[src/hdl/sapr_pkg.sv]
package sapr_pkg;

  localparam logic [15:0] TURN = 16'd46080;
  localparam logic signed [16:0] TURN_S = 17'sd46080;
  localparam logic signed [16:0] HALF_TURN_S = 17'sd23040;
  localparam logic [63:0] RATE_DIV = 64'd98304000;
  localparam logic [63:0] ONE_SEC_US = 64'd1000000;
  localparam logic [14:0] IV_MAX = 15'd32767;
  localparam logic [14:0] IV_RESET = 15'd2000;

  // rate divisor is 375 * 2^18; 1/375 is taken as 91625969 / 2^35, exact below 2^26
  localparam logic [63:0] RATE_ODD = 64'd375;
  localparam int RATE_SHIFT = 18;
  localparam int RCP_SHIFT = 35;
  localparam logic signed [16:0] RCP_LO = 17'sd6641;
  localparam logic signed [16:0] RCP_HI = 17'sd1398;

  localparam int DIV_W = 64;
  localparam int DEN_W = 27;
  localparam int CNT_W = 7;
  localparam int MUL_A_W = 48;
  localparam int MUL_B_W = 17;

  // derivative dividend stays below 2^26, interval dividend below 2^20
  localparam logic [CNT_W-1:0] DERIV_BITS = 7'd27;
  localparam logic [CNT_W-1:0] IV_BITS = 7'd20;

  localparam logic [1:0] STATUS_HELD = 2'd0;
  localparam logic [1:0] STATUS_DEAD = 2'd1;
  localparam logic [1:0] STATUS_DRIVE = 2'd2;

  localparam logic [2:0] REG_TARGET = 3'd0;
  localparam logic [2:0] REG_OFFSET = 3'd1;
  localparam logic [2:0] REG_GAIN_P = 3'd2;
  localparam logic [2:0] REG_GAIN_I = 3'd3;
  localparam logic [2:0] REG_GAIN_D = 3'd4;
  localparam logic [2:0] REG_DEADBAND = 3'd5;
  localparam logic [2:0] REG_MSTEP = 3'd6;

  typedef struct packed {
    logic start;
    logic [DIV_W-1:0] dividend;
    logic [DEN_W-1:0] divisor;
    logic [CNT_W-1:0] nbits;
  } div_req_t;

  typedef struct packed {
    logic done;
    logic [DIV_W-1:0] quot;
  } div_rsp_t;

  function automatic logic [15:0] turn_reduce(input logic [15:0] x);
    return (x >= TURN) ? x - TURN : x;
  endfunction

endpackage

[src/hdl/sapr_in_if.sv]
interface sapr_in_if;
  logic valid;
  logic ready;
  logic [15:0] encoder_angle;
  logic [15:0] elapsed_ms;
  logic [31:0] time_us;

  modport source (output valid, encoder_angle, elapsed_ms, time_us, input ready);
  modport sink (input valid, encoder_angle, elapsed_ms, time_us, output ready);
endinterface

[src/hdl/sapr_out_if.sv]
interface sapr_out_if;
  logic valid;
  logic ready;
  logic [15:0] current_angle;
  logic direction;
  logic step_level;
  logic [14:0] step_interval_us;
  logic [1:0] microstep_pins;
  logic [1:0] status;

  modport source (output valid, current_angle, direction, step_level, step_interval_us,
                  microstep_pins, status, input ready);
  modport sink (input valid, current_angle, direction, step_level, step_interval_us,
                microstep_pins, status, output ready);
endinterface

[src/hdl/sapr_mul.sv]
module sapr_mul
  import sapr_pkg::*;
(
  input  logic clk,
  input  logic signed [MUL_A_W-1:0] a,
  input  logic signed [MUL_B_W-1:0] b,
  output logic signed [63:0] prod_r
);

  logic signed [MUL_A_W+MUL_B_W-1:0] prod_nxt;

  assign prod_nxt = a * b;

  always_ff @(posedge clk) begin
    prod_r <= prod_nxt[63:0];
  end

endmodule

[src/hdl/sapr_div.sv]
module sapr_div
  import sapr_pkg::*;
(
  input  logic clk,
  input  logic rst_n,
  input  div_req_t req,
  output div_rsp_t rsp
);

  logic busy_r;
  logic done_r;
  logic [CNT_W-1:0] cnt_r;
  logic [DIV_W-1:0] q_r;
  logic [DEN_W-1:0] rem_r;
  logic [DEN_W-1:0] d_r;
  logic [DEN_W:0] trial;
  logic [DEN_W:0] diff;
  logic ge;

  // restoring division, one quotient bit a cycle
  always_comb begin
    trial = {rem_r, q_r[DIV_W-1]};
    diff = trial - {1'b0, d_r};
    ge = (trial >= {1'b0, d_r});
  end

  always_ff @(posedge clk) begin
    if (!rst_n) begin
      busy_r <= 1'b0;
      done_r <= 1'b0;
    end else begin
      done_r <= 1'b0;
      if (req.start) begin
        busy_r <= 1'b1;
        cnt_r <= req.nbits;
        q_r <= req.dividend;
        rem_r <= '0;
        d_r <= req.divisor;
      end else if (busy_r) begin
        q_r <= {q_r[DIV_W-2:0], ge};
        rem_r <= ge ? diff[DEN_W-1:0] : trial[DEN_W-1:0];
        cnt_r <= cnt_r - 1'b1;
        if (cnt_r == 7'd1) begin
          busy_r <= 1'b0;
          done_r <= 1'b1;
        end
      end
    end
  end

  assign rsp.done = done_r;
  assign rsp.quot = q_r;

endmodule

[src/hdl/stepper_angle_pid_step_rate.sv]
// Position loop for a step/direction stepper driver.
// in_ch carries one control tick (encoder angle, elapsed ms, us timestamp);
// out_ch returns one result per tick: wrapped angle, direction, step level,
// step interval, microstep pin levels and a status code.
// The user must write registers over cfg_we/cfg_index/cfg_wdata only while idle;
// the block itself does not enforce this. A held tick (zero elapsed ms)
// goes straight to the output stage, a tick inside the deadband stops after
// the deadband check, and a driving tick waits on the serial divider, which
// produces one quotient bit a cycle for the derivative (27 bits) and the
// interval (20 bits); the PID products and the reciprocal multiply for the
// step rate go through one shared registered multiplier.
// in_ch.ready is high only while the sequencer is idle. A finished result
// sits in the output register; the next tick may be taken meanwhile, and its
// result waits until out_ch.ready frees the register.
// Synchronous reset clears the registers to zero, the interval to 2000 us,
// the loop state and any pending result.
module stepper_angle_pid_step_rate
  import sapr_pkg::*;
#(
  parameter int FULL_STEPS_PER_REV = 200,
  parameter int MIN_STEP_RATE = 50,
  parameter int MAX_STEP_RATE = 3000
) (
  input  logic clk,
  input  logic rst_n,
  sapr_in_if.sink in_ch,
  sapr_out_if.source out_ch,
  input  logic cfg_we,
  input  logic [2:0] cfg_index,
  input  logic [15:0] cfg_wdata
);

  localparam logic [63:0] AV_CAP = 64'(MAX_STEP_RATE) * RATE_DIV;
  localparam logic [63:0] RATE_LO = 64'(MIN_STEP_RATE);
  localparam logic [63:0] RATE_HI = 64'(MAX_STEP_RATE);
  localparam logic [63:0] Y_CAP = 64'(MAX_STEP_RATE + 1) * RATE_ODD;

  typedef enum logic [22:0] {
    S_IDLE = 23'h000001,
    S_ANG  = 23'h000002,
    S_ERR  = 23'h000004,
    S_DB   = 23'h000008,
    S_M1   = 23'h000010,
    S_M2   = 23'h000020,
    S_M3   = 23'h000040,
    S_M4   = 23'h000080,
    S_M5   = 23'h000100,
    S_DWT  = 23'h000200,
    S_M6   = 23'h000400,
    S_M7   = 23'h000800,
    S_M8   = 23'h001000,
    S_AV   = 23'h002000,
    S_MR   = 23'h004000,
    S_RY   = 23'h008000,
    S_RLO  = 23'h010000,
    S_RHI  = 23'h020000,
    S_RSUM = 23'h040000,
    S_IDV  = 23'h080000,
    S_IWT  = 23'h100000,
    S_TOG  = 23'h200000,
    S_EMIT = 23'h400000
  } state_t;

  state_t state_r;

  logic [15:0] tgt_cfg_r, off_cfg_r;
  logic signed [15:0] gp_r, gi_r, gd_r;
  logic [14:0] db_r;
  logic [1:0] mode_r;

  logic [15:0] enc_r, ms_r;
  logic [31:0] time_r;

  logic signed [31:0] integ_r;
  logic signed [16:0] prev_r;
  logic [15:0] held_r;
  logic [14:0] interval_r;
  logic [31:0] last_r;
  logic step_r, dir_r;

  logic signed [16:0] err_r;
  logic signed [63:0] acc_r;
  logic deriv_neg_r;
  logic signed [27:0] deriv_r;
  logic [MUL_A_W-1:0] av_r;
  logic [25:0] y_r;
  logic [16:0] rate_r;
  logic [1:0] status_r;

  logic out_valid_r;
  logic [15:0] out_angle_r;
  logic out_dir_r, out_step_r;
  logic [14:0] out_iv_r;
  logic [1:0] out_pins_r, out_status_r;

  logic signed [MUL_A_W-1:0] mul_a;
  logic signed [MUL_B_W-1:0] mul_b;
  logic signed [63:0] prod_r;
  div_req_t div_req;
  div_rsp_t div_rsp;

  logic signed [16:0] ang_diff, err_raw, mag;
  logic [15:0] held_nxt;
  logic signed [16:0] err_nxt;
  logic signed [17:0] dchg;
  logic signed [34:0] isum;
  logic signed [31:0] integ_nxt;
  logic [63:0] abs_v, av_nxt;
  logic [63:0] y_shr, y_nxt, rsum, rquo;
  logic [63:0] rq;
  logic [16:0] rate_nxt;
  logic [14:0] iv_nxt;
  logic [31:0] since;
  logic emit_go;

  sapr_mul u_mul (.clk(clk), .a(mul_a), .b(mul_b), .prod_r(prod_r));
  sapr_div u_div (.clk(clk), .rst_n(rst_n), .req(div_req), .rsp(div_rsp));

  always_comb begin
    ang_diff = $signed({1'b0, turn_reduce(enc_r)}) - $signed({1'b0, turn_reduce(off_cfg_r)});
    held_nxt = (ang_diff < 0) ? 16'(ang_diff + TURN_S) : ang_diff[15:0];

    err_raw = $signed({1'b0, turn_reduce(tgt_cfg_r)}) - $signed({1'b0, held_r});
    if (err_raw > HALF_TURN_S) begin
      err_nxt = err_raw - TURN_S;
    end else if (err_raw < -HALF_TURN_S) begin
      err_nxt = err_raw + TURN_S;
    end else begin
      err_nxt = err_raw;
    end
    mag = (err_r < 0) ? -err_r : err_r;
    dchg = {err_r[16], err_r} - {prev_r[16], prev_r};

    isum = {{3{integ_r[31]}}, integ_r} + prod_r[34:0];
    if (isum[34:31] != {4{isum[34]}}) begin
      integ_nxt = isum[34] ? 32'sh8000_0000 : 32'sh7fff_ffff;
    end else begin
      integ_nxt = isum[31:0];
    end

    abs_v = acc_r[63] ? 64'(-acc_r) : 64'(acc_r);
    av_nxt = (abs_v > AV_CAP) ? AV_CAP : abs_v;

    // capping keeps the quotient at max rate + 1, which still clamps to max
    y_shr = 64'(prod_r) >> RATE_SHIFT;
    y_nxt = (y_shr > Y_CAP) ? Y_CAP : y_shr;
    rsum = 64'(acc_r) + (64'(prod_r) << 16);
    rquo = rsum >> RCP_SHIFT;
    if (rquo < RATE_LO) begin
      rate_nxt = 17'(RATE_LO);
    end else if (rquo > RATE_HI) begin
      rate_nxt = 17'(RATE_HI);
    end else begin
      rate_nxt = rquo[16:0];
    end

    rq = div_rsp.quot;
    iv_nxt = (rq > 64'(IV_MAX)) ? IV_MAX : rq[14:0];
    since = time_r - last_r;
  end

  assign emit_go = (state_r == S_EMIT) && (!out_valid_r || out_ch.ready);

  // shared multiplier operands, product is seen one state later
  always_comb begin
    mul_a = '0;
    mul_b = '0;
    case (state_r)
      S_DB: begin
        mul_a = {{(MUL_A_W-17){err_r[16]}}, err_r};
        mul_b = {1'b0, ms_r};
      end
      S_M1: begin
        mul_a = {{(MUL_A_W-18){dchg[17]}}, dchg};
        mul_b = 17'sd1000;
      end
      S_M2: begin
        mul_a = {{(MUL_A_W-17){err_r[16]}}, err_r};
        mul_b = {gp_r[15], gp_r};
      end
      S_M3, S_M7: begin
        mul_a = prod_r[MUL_A_W-1:0];
        mul_b = 17'sd1000;
      end
      S_M4: begin
        mul_a = {{(MUL_A_W-32){integ_r[31]}}, integ_r};
        mul_b = {gi_r[15], gi_r};
      end
      S_M6: begin
        mul_a = {{(MUL_A_W-28){deriv_r[27]}}, deriv_r};
        mul_b = {gd_r[15], gd_r};
      end
      S_MR: begin
        mul_a = av_r;
        mul_b = 17'(FULL_STEPS_PER_REV) << mode_r;
      end
      S_RLO: begin
        mul_a = {{(MUL_A_W-26){1'b0}}, y_r};
        mul_b = RCP_LO;
      end
      S_RHI: begin
        mul_a = {{(MUL_A_W-26){1'b0}}, y_r};
        mul_b = RCP_HI;
      end
      default: begin
        mul_a = '0;
        mul_b = '0;
      end
    endcase
  end

  always_comb begin
    div_req = '0;
    case (state_r)
      S_M2: begin
        div_req.start = 1'b1;
        div_req.dividend = (prod_r[63] ? 64'(-prod_r) : 64'(prod_r)) << (DIV_W - 27);
        div_req.divisor = {11'd0, ms_r};
        div_req.nbits = DERIV_BITS;
      end
      S_IDV: begin
        div_req.start = 1'b1;
        div_req.dividend = ONE_SEC_US << (DIV_W - 20);
        div_req.divisor = {10'd0, rate_r};
        div_req.nbits = IV_BITS;
      end
      default: div_req = '0;
    endcase
  end

  assign in_ch.ready = (state_r == S_IDLE);

  always_ff @(posedge clk) begin
    if (!rst_n) begin
      tgt_cfg_r <= '0;
      off_cfg_r <= '0;
      gp_r <= '0;
      gi_r <= '0;
      gd_r <= '0;
      db_r <= '0;
      mode_r <= '0;
    end else if (cfg_we) begin
      case (cfg_index)
        REG_TARGET:   tgt_cfg_r <= cfg_wdata;
        REG_OFFSET:   off_cfg_r <= cfg_wdata;
        REG_GAIN_P:   gp_r <= cfg_wdata;
        REG_GAIN_I:   gi_r <= cfg_wdata;
        REG_GAIN_D:   gd_r <= cfg_wdata;
        REG_DEADBAND: db_r <= cfg_wdata[14:0];
        REG_MSTEP:    mode_r <= cfg_wdata[1:0];
        default: ;
      endcase
    end
  end

  always_ff @(posedge clk) begin
    if (!rst_n) begin
      state_r <= S_IDLE;
      integ_r <= '0;
      prev_r <= '0;
      held_r <= '0;
      interval_r <= IV_RESET;
      last_r <= '0;
      step_r <= 1'b0;
      dir_r <= 1'b0;
      out_valid_r <= 1'b0;
    end else begin
      if (emit_go) begin
        out_valid_r <= 1'b1;
      end else if (out_ch.ready) begin
        out_valid_r <= 1'b0;
      end
      case (state_r)
        S_IDLE: begin
          if (in_ch.valid) begin
            enc_r <= in_ch.encoder_angle;
            ms_r <= in_ch.elapsed_ms;
            time_r <= in_ch.time_us;
            if (in_ch.elapsed_ms == 16'd0) begin
              status_r <= STATUS_HELD;
              state_r <= S_EMIT;
            end else begin
              state_r <= S_ANG;
            end
          end
        end
        S_ANG: begin
          held_r <= held_nxt;
          state_r <= S_ERR;
        end
        S_ERR: begin
          err_r <= err_nxt;
          state_r <= S_DB;
        end
        S_DB: begin
          if (mag < {2'b0, db_r}) begin
            integ_r <= '0;
            prev_r <= err_r;
            status_r <= STATUS_DEAD;
            state_r <= S_EMIT;
          end else begin
            state_r <= S_M1;
          end
        end
        S_M1: begin
          integ_r <= integ_nxt;
          state_r <= S_M2;
        end
        S_M2: begin
          deriv_neg_r <= prod_r[63];
          prev_r <= err_r;
          state_r <= S_M3;
        end
        S_M3: state_r <= S_M4;
        S_M4: begin
          acc_r <= prod_r;
          state_r <= S_M5;
        end
        S_M5: begin
          acc_r <= acc_r + prod_r;
          state_r <= S_DWT;
        end
        S_DWT: begin
          if (div_rsp.done) begin
            deriv_r <= deriv_neg_r ? -$signed({1'b0, div_rsp.quot[26:0]})
                                   : $signed({1'b0, div_rsp.quot[26:0]});
            state_r <= S_M6;
          end
        end
        S_M6: state_r <= S_M7;
        S_M7: state_r <= S_M8;
        S_M8: begin
          acc_r <= acc_r + prod_r;
          state_r <= S_AV;
        end
        S_AV: begin
          av_r <= av_nxt[MUL_A_W-1:0];
          dir_r <= acc_r[63];
          state_r <= S_MR;
        end
        S_MR: state_r <= S_RY;
        S_RY: begin
          y_r <= y_nxt[25:0];
          state_r <= S_RLO;
        end
        S_RLO: state_r <= S_RHI;
        S_RHI: begin
          acc_r <= prod_r;
          state_r <= S_RSUM;
        end
        S_RSUM: begin
          rate_r <= rate_nxt;
          state_r <= S_IDV;
        end
        S_IDV: state_r <= S_IWT;
        S_IWT: begin
          if (div_rsp.done) begin
            interval_r <= iv_nxt;
            state_r <= S_TOG;
          end
        end
        S_TOG: begin
          if (since >= {17'd0, interval_r}) begin
            last_r <= time_r;
            step_r <= ~step_r;
          end
          status_r <= STATUS_DRIVE;
          state_r <= S_EMIT;
        end
        S_EMIT: begin
          if (emit_go) begin
            out_angle_r <= held_r;
            out_dir_r <= dir_r;
            out_step_r <= step_r;
            out_iv_r <= interval_r;
            out_pins_r <= mode_r;
            out_status_r <= status_r;
            state_r <= S_IDLE;
          end
        end
        default: state_r <= S_IDLE;
      endcase
    end
  end

  assign out_ch.valid = out_valid_r;
  assign out_ch.current_angle = out_angle_r;
  assign out_ch.direction = out_dir_r;
  assign out_ch.step_level = out_step_r;
  assign out_ch.step_interval_us = out_iv_r;
  assign out_ch.microstep_pins = out_pins_r;
  assign out_ch.status = out_status_r;

endmodule

[src/flat_wrapper.sv]
// flat-port wrapper written by rule: the top's interface ports become plain ports
module stepper_angle_pid_step_rate_flat import sapr_pkg::*;
#(
  parameter int FULL_STEPS_PER_REV = 200,
  parameter int MIN_STEP_RATE = 50,
  parameter int MAX_STEP_RATE = 3000
)
  (clk, rst_n, cfg_we, cfg_index, cfg_wdata, in_ch_valid, in_ch_encoder_angle, in_ch_elapsed_ms, in_ch_time_us, in_ch_ready, out_ch_valid, out_ch_current_angle, out_ch_direction, out_ch_step_level, out_ch_step_interval_us, out_ch_microstep_pins, out_ch_status, out_ch_ready);
  sapr_in_if in_ch_i ();
  sapr_out_if out_ch_i ();
  input  logic clk;
  input  logic rst_n;
  input  logic cfg_we;
  input  logic [2:0] cfg_index;
  input  logic [15:0] cfg_wdata;
  input wire logic [$bits(in_ch_i.valid)-1:0] in_ch_valid;
  input wire logic [$bits(in_ch_i.encoder_angle)-1:0] in_ch_encoder_angle;
  input wire logic [$bits(in_ch_i.elapsed_ms)-1:0] in_ch_elapsed_ms;
  input wire logic [$bits(in_ch_i.time_us)-1:0] in_ch_time_us;
  output wire logic [$bits(in_ch_i.ready)-1:0] in_ch_ready;
  output wire logic [$bits(out_ch_i.valid)-1:0] out_ch_valid;
  output wire logic [$bits(out_ch_i.current_angle)-1:0] out_ch_current_angle;
  output wire logic [$bits(out_ch_i.direction)-1:0] out_ch_direction;
  output wire logic [$bits(out_ch_i.step_level)-1:0] out_ch_step_level;
  output wire logic [$bits(out_ch_i.step_interval_us)-1:0] out_ch_step_interval_us;
  output wire logic [$bits(out_ch_i.microstep_pins)-1:0] out_ch_microstep_pins;
  output wire logic [$bits(out_ch_i.status)-1:0] out_ch_status;
  input wire logic [$bits(out_ch_i.ready)-1:0] out_ch_ready;
  assign in_ch_i.valid = in_ch_valid;
  assign in_ch_i.encoder_angle = in_ch_encoder_angle;
  assign in_ch_i.elapsed_ms = in_ch_elapsed_ms;
  assign in_ch_i.time_us = in_ch_time_us;
  assign in_ch_ready = in_ch_i.ready;
  assign out_ch_valid = out_ch_i.valid;
  assign out_ch_current_angle = out_ch_i.current_angle;
  assign out_ch_direction = out_ch_i.direction;
  assign out_ch_step_level = out_ch_i.step_level;
  assign out_ch_step_interval_us = out_ch_i.step_interval_us;
  assign out_ch_microstep_pins = out_ch_i.microstep_pins;
  assign out_ch_status = out_ch_i.status;
  assign out_ch_i.ready = out_ch_ready;
  stepper_angle_pid_step_rate #(.FULL_STEPS_PER_REV(FULL_STEPS_PER_REV), .MIN_STEP_RATE(MIN_STEP_RATE), .MAX_STEP_RATE(MAX_STEP_RATE)) u_core (.clk(clk), .rst_n(rst_n), .in_ch(in_ch_i), .out_ch(out_ch_i), .cfg_we(cfg_we), .cfg_index(cfg_index), .cfg_wdata(cfg_wdata));
endmodule
[config.mk]
export PLATFORM = sky130hd
export DESIGN_NAME = stepper_angle_pid_step_rate_flat
export DESIGN_NICKNAME = d
export VERILOG_FILES = /design/src/hdl/sapr_pkg.sv /design/src/hdl/sapr_in_if.sv /design/src/hdl/sapr_out_if.sv /design/src/hdl/sapr_mul.sv /design/src/hdl/sapr_div.sv /design/src/hdl/stepper_angle_pid_step_rate.sv /design/src/flat_wrapper.sv
export SDC_FILE = /design/constraint.sdc
export NUM_CORES = 2
export LEC_CHECK = 0
export BUFFER_PORTS_ARGS = -buffer_cell sky130_fd_sc_hd__buf_2
export CAP_MARGIN = 0
export CORE_MARGIN = 3
export CORE_UTILIZATION = 40
export CTS_BUF_LIST = sky130_fd_sc_hd__clkbuf_16
export DETAILED_ROUTE_END_ITERATION = 6
export PLACE_DENSITY = 0.6
export SLEW_MARGIN = 25
export SYNTH_ARGS = -nofsm -noshare
export SYNTH_HDL_FRONTEND = slang
export SYNTH_SLANG_ARGS = --single-unit
[constraint.sdc]
create_clock -name clk -period 29.1 [get_ports clk]
set_input_delay 5.82 -clock clk [delete_from_list [all_inputs] [get_ports clk]]
set_output_delay 5.82 -clock clk [all_outputs]
set_load 0.01 [all_outputs]
* After elaboration in Yosys (flattened, before gate mapping) *
Index checks and enable logic that the tools add are counted.

storage, ports and cells
  flip-flop bits (word level) = 730
  latch bits = 0
  bits in writable memories = 0
  bits in read-only memories = 0
  input bits = 88
  output and inout port bits = 39
  memories kept = 0

operators by class
  $add $sub $neg = 19
  multipliers = 1
  div/mod/pow operators = 0
  order comparisons = 15
  eq/ne operators = 37
  shifts and indexed selects = 1
  muxes and demuxes = 45
  bitwise gates (word level) = 3
  reduce and logical (&&, ||, !) cells = 43

operator list
  cell                                                         count
  case mux 23 bit (23 select lines)                            1
  case mux 48 bit (7 select lines)                             1
  case mux 99 bit (2 select lines)                             1
  2-to-1 mux 64 bit                                            3
  2-to-1 mux 23 bit                                            6
  case mux 17 bit (8 select lines)                             1
  adder 64 bit                                                 2
  case mux 64 bit (2 select lines)                             1
  2-to-1 mux 27 bit                                            4
  2-to-1 mux 32 bit                                            3
  2-to-1 mux 17 bit                                            4
  > comparator 64 x 15 -> 1 bit, second input constant         1
  > comparator 64 x 39 -> 1 bit, second input constant         1
  multiplier 48 x 17 -> 64 bit                                 1
  2-to-1 mux 16 bit                                            4
  negation 64 bit                                              1
  case mux 32 bit (2 select lines)                             1
  greater-or-equal comparator 16 bit, second input constant    3
  subtractor 16 bit, second input constant                     3
  > comparator 46 x 21 -> 1 bit, second input constant         1
  AND reduction 2 bit                                          19
  adder 35 bit                                                 1
  less-than comparator 17 x 1 -> 1 bit, second input constant  2
  case mux 17 bit (2 select lines)                             1
  other kinds (68)                                             98

* Depth between registers and ports, before layout *
  depth after elaboration = 6
  mapped depth = 40
  depth with buffers taken out = 39

* By module *
From an unflattened synthesis, not the netlist that was laid out.

second synthesis, totals
  cell total of the unflattened synthesis = 8078
  area total of the unflattened synthesis = 72828.6 um^2

by module, submodules not included
  module                       times used  cells each  area each (um^2)  sequential area each (um^2)
  stepper_angle_pid_step_rate  1           4319        37557.3           13833.3
  sapr_mul                     1           3204        28419.8           1281.2
  sapr_div                     1           555         6851.6            3793.6

* Worst setup path after synthesis *
No wires, ideal clock.

  path type = input -> register
  start point = input port rst_n
  end point = register u_core.av_r[0] (enable)
  library setup time = 0.590 ns
  arrival time = 11.141 ns
  slack = 17.369 ns
  stages = 3
  path buffers = 1
  path through = clkbuf_1 nand2_1 nor4b_1

on the way
  word-level cells in the longest chain between the ends = 1

RTL lines
  element                        line                                text
  from (decl)                    flat_wrapper.sv:12                  input logic rst_n;
  AND reduction 2 bit (no line)  --
  to (signal assigned)           stepper_angle_pid_step_rate.sv:337  av_r <= av_nxt[MUL_A_W-1:0];
  to (decl)                      stepper_angle_pid_step_rate.sv:85   logic [MUL_A_W-1:0] av_r;

Every way passes these cells.
A chain may end at the register's enable or synchronous reset.

* Worst setup path in the final report *
  start point = register u_core.state_r[1]
  end point = register u_core.u_mul.prod_r[61]

on the way
  word-level cells in the longest chain between the ends = 4
  elaborated cells between the ends (all ways) = 17

RTL lines
  element                                                                                      line                                text
  from (decl)                                                                                  stepper_angle_pid_step_rate.sv:64   state_t state_r;
  from (signal assigned)                                                                       stepper_angle_pid_step_rate.sv:258  state_r <= S_IDLE;
  from (signal assigned)                                                                       stepper_angle_pid_step_rate.sv:281  state_r <= S_EMIT;
  from (signal assigned)                                                                       stepper_angle_pid_step_rate.sv:283  state_r <= S_ANG;
  == test 23 x 5 -> 1 bit, or another cell as far along                                        stepper_angle_pid_step_rate.sv:168  case (state_r)
  OR reduction 3 bit (no line) / OR reduction 2 bit (equally long branches)                    --
  case mux 17 bit (8 select lines) / case mux 48 bit (7 select lines) (equally long branches)  stepper_angle_pid_step_rate.sv:168
  multiplier 48 x 17 -> 64 bit (*)                                                             sapr_mul.sv:12                      assign prod_nxt = a * b;
  via u_core.u_mul.prod_nxt[61]                                                                sapr_mul.sv:10                      logic signed [MUL_A_W+MUL_B_W-1:0] prod_nxt;
  to (signal assigned)                                                                         sapr_mul.sv:15                      prod_r <= prod_nxt[63:0];
  to (decl)                                                                                    sapr_mul.sv:7                       output logic signed [63:0] prod_r

The timed path passes the listed nets; every way through them passes the cells marked *.

==> run_results.csv <==
group,metric,value,unit
status,outcome,"complete, but fails checks",
status,violations,"design-rule violations",
clocking,cts_hold_buffers,0,
placement,place_worst_setup_slack,16.81,ns
timing,rsz0062_at_grt,"false",
floorplanning,pin_count,127,
global_routing,antenna_found_initial,11,
flow_run,cap_violations,0,
yosys,seq_area_frac_synth,26.53,%
timing,max_freq,81.33,MHz
timing,hold_slack,0.4251,ns
hold_path,hold_class,"register to register",
yosys,syn_inst,7849,
drt,routedWlPerCell,21.30,um
yosys,synthMostInstantiatedCell,"inv_1",
clocking,path_clk_slew,0.06,ns
setup_path,path_buf_inv,6,
setup_path,crit_path_end_kind,"register",
clocking,cts_buffer_depth,3,
yosys,dominantRegCellSynth,"edfxtp_1",
timing,setup_viol,0,
cells_and_area,area_delta_synth_final,8.795,%
yosys,synth_area,0.07015,sq mm
clocking,cts-root-buf,"clkbuf_16",
yosys,yosysTopAreaCellShare,21.75,%
global_routing,grt-busiest-layer,"met2",
yosys,synth_common_cells,"inv_1, nand2_1, nor2_1",
timing,finalCritPeriodShare,42.25,%
global_routing,use_met3,3.625,%
clocking,insertion_delay,0.69,ns
cells_and_area,drive_gt1_share,6.094,%
setup_path,critPathTopFamily,"simple AND/OR/NAND/NOR gates",
setup_path,cp_data_required_time,29.69,ns
timing,fin_skew,0.02655,ns
setup_path,path_max_fanout,27,
yosys,syn_avg_cell_area,8.937,sq um
floorplanning,die_area,0.1804,sq mm
drt,vias,57336,
power_and_ir_drop,power_density,31.92,mW/mm^2
yosys,synth-edff-count,419,
cells_and_area,fin_cells,10257,
floorplanning,dieWidth,424.8,um
floorplanning,fp.coreArea,0.1740,sq mm
drt,wl,218500,um
cells_and_area,fin_nets,9145,
placement,gp_congestion,0.9169,
global_routing,grt_max_degree,91,
global_routing,grt.met2_usage,38.72,%
floorplanning,start_util,40.31,%
setup_path,start_kind,"register",
setup_path,critical_path.max_stage_delay,0.78,ns
setup_path,critPathKind,"register to register",
timing,setup_slack,16.80,ns
power_and_ir_drop,p_leak,33.62,nW
placement,port_buffers,126,
placement,placedCellCount,10105,
timing,slew_headroom,24.06,%
setup_path,critPathArrivalTime,12.88,ns
drt,dr.pass1.iters,7,
clocking,cts_repair_resize_count,0,
global_routing,grt_pass1_vias,56835,
cells_and_area,final_cell_area,0.07632,sq mm
placement,hpwl,167000,um
timing,tns,0,ns
clocking,cts_tree,"done",
setup_path,crit_slowest_cell,"o21ai_0",
yosys,yosys_warnings,0,
yosys,ys_ff_latch,720,
clocking,cts.sink_count,720,
yosys,yosys-top-cells-area,"fa_1, edfxtp_1, dfxtp_1, ha_1, inv_1",
global_routing,use_met1,32.87,%
cells_and_area,fin_util,43.86,%
timing,slew_violations,0,
clocking,cts_setup_buffers,0,
yosys,synthArstFlopShare,0,%
timing,tightest_slew,1.134,ns
drt,drcViolationCount,4,
global_routing,grt_overflow,0,
drt,ant_nets,0,
yosys,synth.distinct_cells,89,
timing,final_hold_viol_count,0,
floorplanning,core.rowCount,153,
placement,dpl_cell_area,0.07363,sq mm
global_routing,track_usage,24.05,%
drt,drt-initial-drc-count,5237,
timing,layout_min_cycle_time,12.30,ns
yosys,yosysTopAreaCell,"fa_1",
drt,via_per_inst,5.590,
floorplanning,fp.dieH,424.8,um
clocking,cts_max_level,3,
global_routing,grt_pass1_wl,338800,um
setup_path,path_common_cell,"fa_1",
power_and_ir_drop,ir_drop,41.19,uV
power_and_ir_drop,power,2.436,mW
clocking,cts_buffers,78,
worst register-to-register path, delay by kind of cell, from the launching register on:
family                   cells  cell delay (ns)
AND/OR/NAND/NOR             12             4.81
adder cells (fa/ha/maj)      7             3.51
AO/OA/AOI/OAI                6             2.45
buffers and inverters        6             0.88
flip-flops                   1             0.35
XOR/XNOR                     1             0.21
report_power, final:
| part | switching, mW | leakage, nW | internal (mW) |
|---|---|---|---|
| clock | 0.455 | 1.33 | 0.590 |
| combinational | 0.173 | 26.1 | 0.104 |
| sequential | 0.0161 | 6.21 | 1.10 |
registers in the layout (all words and copies together) (netlist names), 26 cells and up:
| signal | cells |
|---|---|
| u_core.last_r | 32 |
| u_core.deriv_r | 28 |
| u_core.acc_r | 64 |
| u_core.u_mul.prod_r | 64 |
| u_core.u_div.q_r | 64 |
| u_core.integ_r | 32 |
| u_core.y_r | 26 |
| u_core.u_div.rem_r | 27 |
| u_core.time_r | 32 |
| u_core.av_r | 48 |
path summary, 6_finish.rpt:
check | start | to | slack, ns | depth (start not counted)
setup reg to reg | u_core.state_r[1] | u_core.u_mul.prod_r[61] | 16.80 | 32
hold / removal | u_core.status_r[1] | u_core.out_ch.status[1] | 0.43 | 0
hold reg to reg | u_core.status_r[1] | u_core.out_ch.status[1] | 0.43 | 0
setup / recovery | u_core.state_r[1] | u_core.u_mul.prod_r[61] | 16.80 | 32
layout make-up:
class / instances / area (sq um)
fill: 16889 / 97700
inverter: 1085 / 4078
multi-input combinational: 5734 / 46560
tap: 2325 / 2909
timing repair buffer: 241 / 1491
antenna: 6 / 15.01
clock buffer: 84 / 2102
sequential: 720 / 18610
clock inverter: 62 / 550.5
layout by cell type (no fill, tap or decap), types with 84 or more instances in the layout:
| master | instances |
|---|---|
| fa_1 | 762 |
| buf_2 | 127 |
| xor2_1 | 158 |
| nor2_1 | 777 |
| a21o_1 | 152 |
| edfxtp_1 | 419 |
| clkbuf_16 | 84 |
| ha_1 | 435 |
| dfxtp_1 | 301 |
| inv_1 | 1094 |
| a21oi_1 | 416 |
| buf_4 | 114 |
| o21ai_0 | 307 |
| nand2_1 | 1015 |
| nand3_1 | 102 |
| nor3_1 | 96 |
| xnor2_1 | 215 |
kinds of logic after synthesis:
| family | Yosys count | share of synthesized area [%] |
|---|---|---|
| compound gates | 1525 | 14.32 |
| xor+xnor | 373 | 4.657 |
| fa+ha+maj | 1197 | 29.51 |
| buf+inv | 1413 | 7.609 |
| flops | 720 | 26.53 |
| mux | 69 | 0.9935 |
| other cells | 1 | 0.005346 |
| simple gates | 2551 | 16.38 |
per-layer routing:
| layer | up-vias | share of wire [%] |
|---|---|---|
| li1 | 26385 | - |
| met1 | 28513 | 43 |
| met2 | 2028 | 46 |
| met3 | 406 | 6.9 |
| met4 | 4 | 4.2 |
| met5 | - | 0.012 |
No activity file was read; power rests on OpenSTA's default activity.
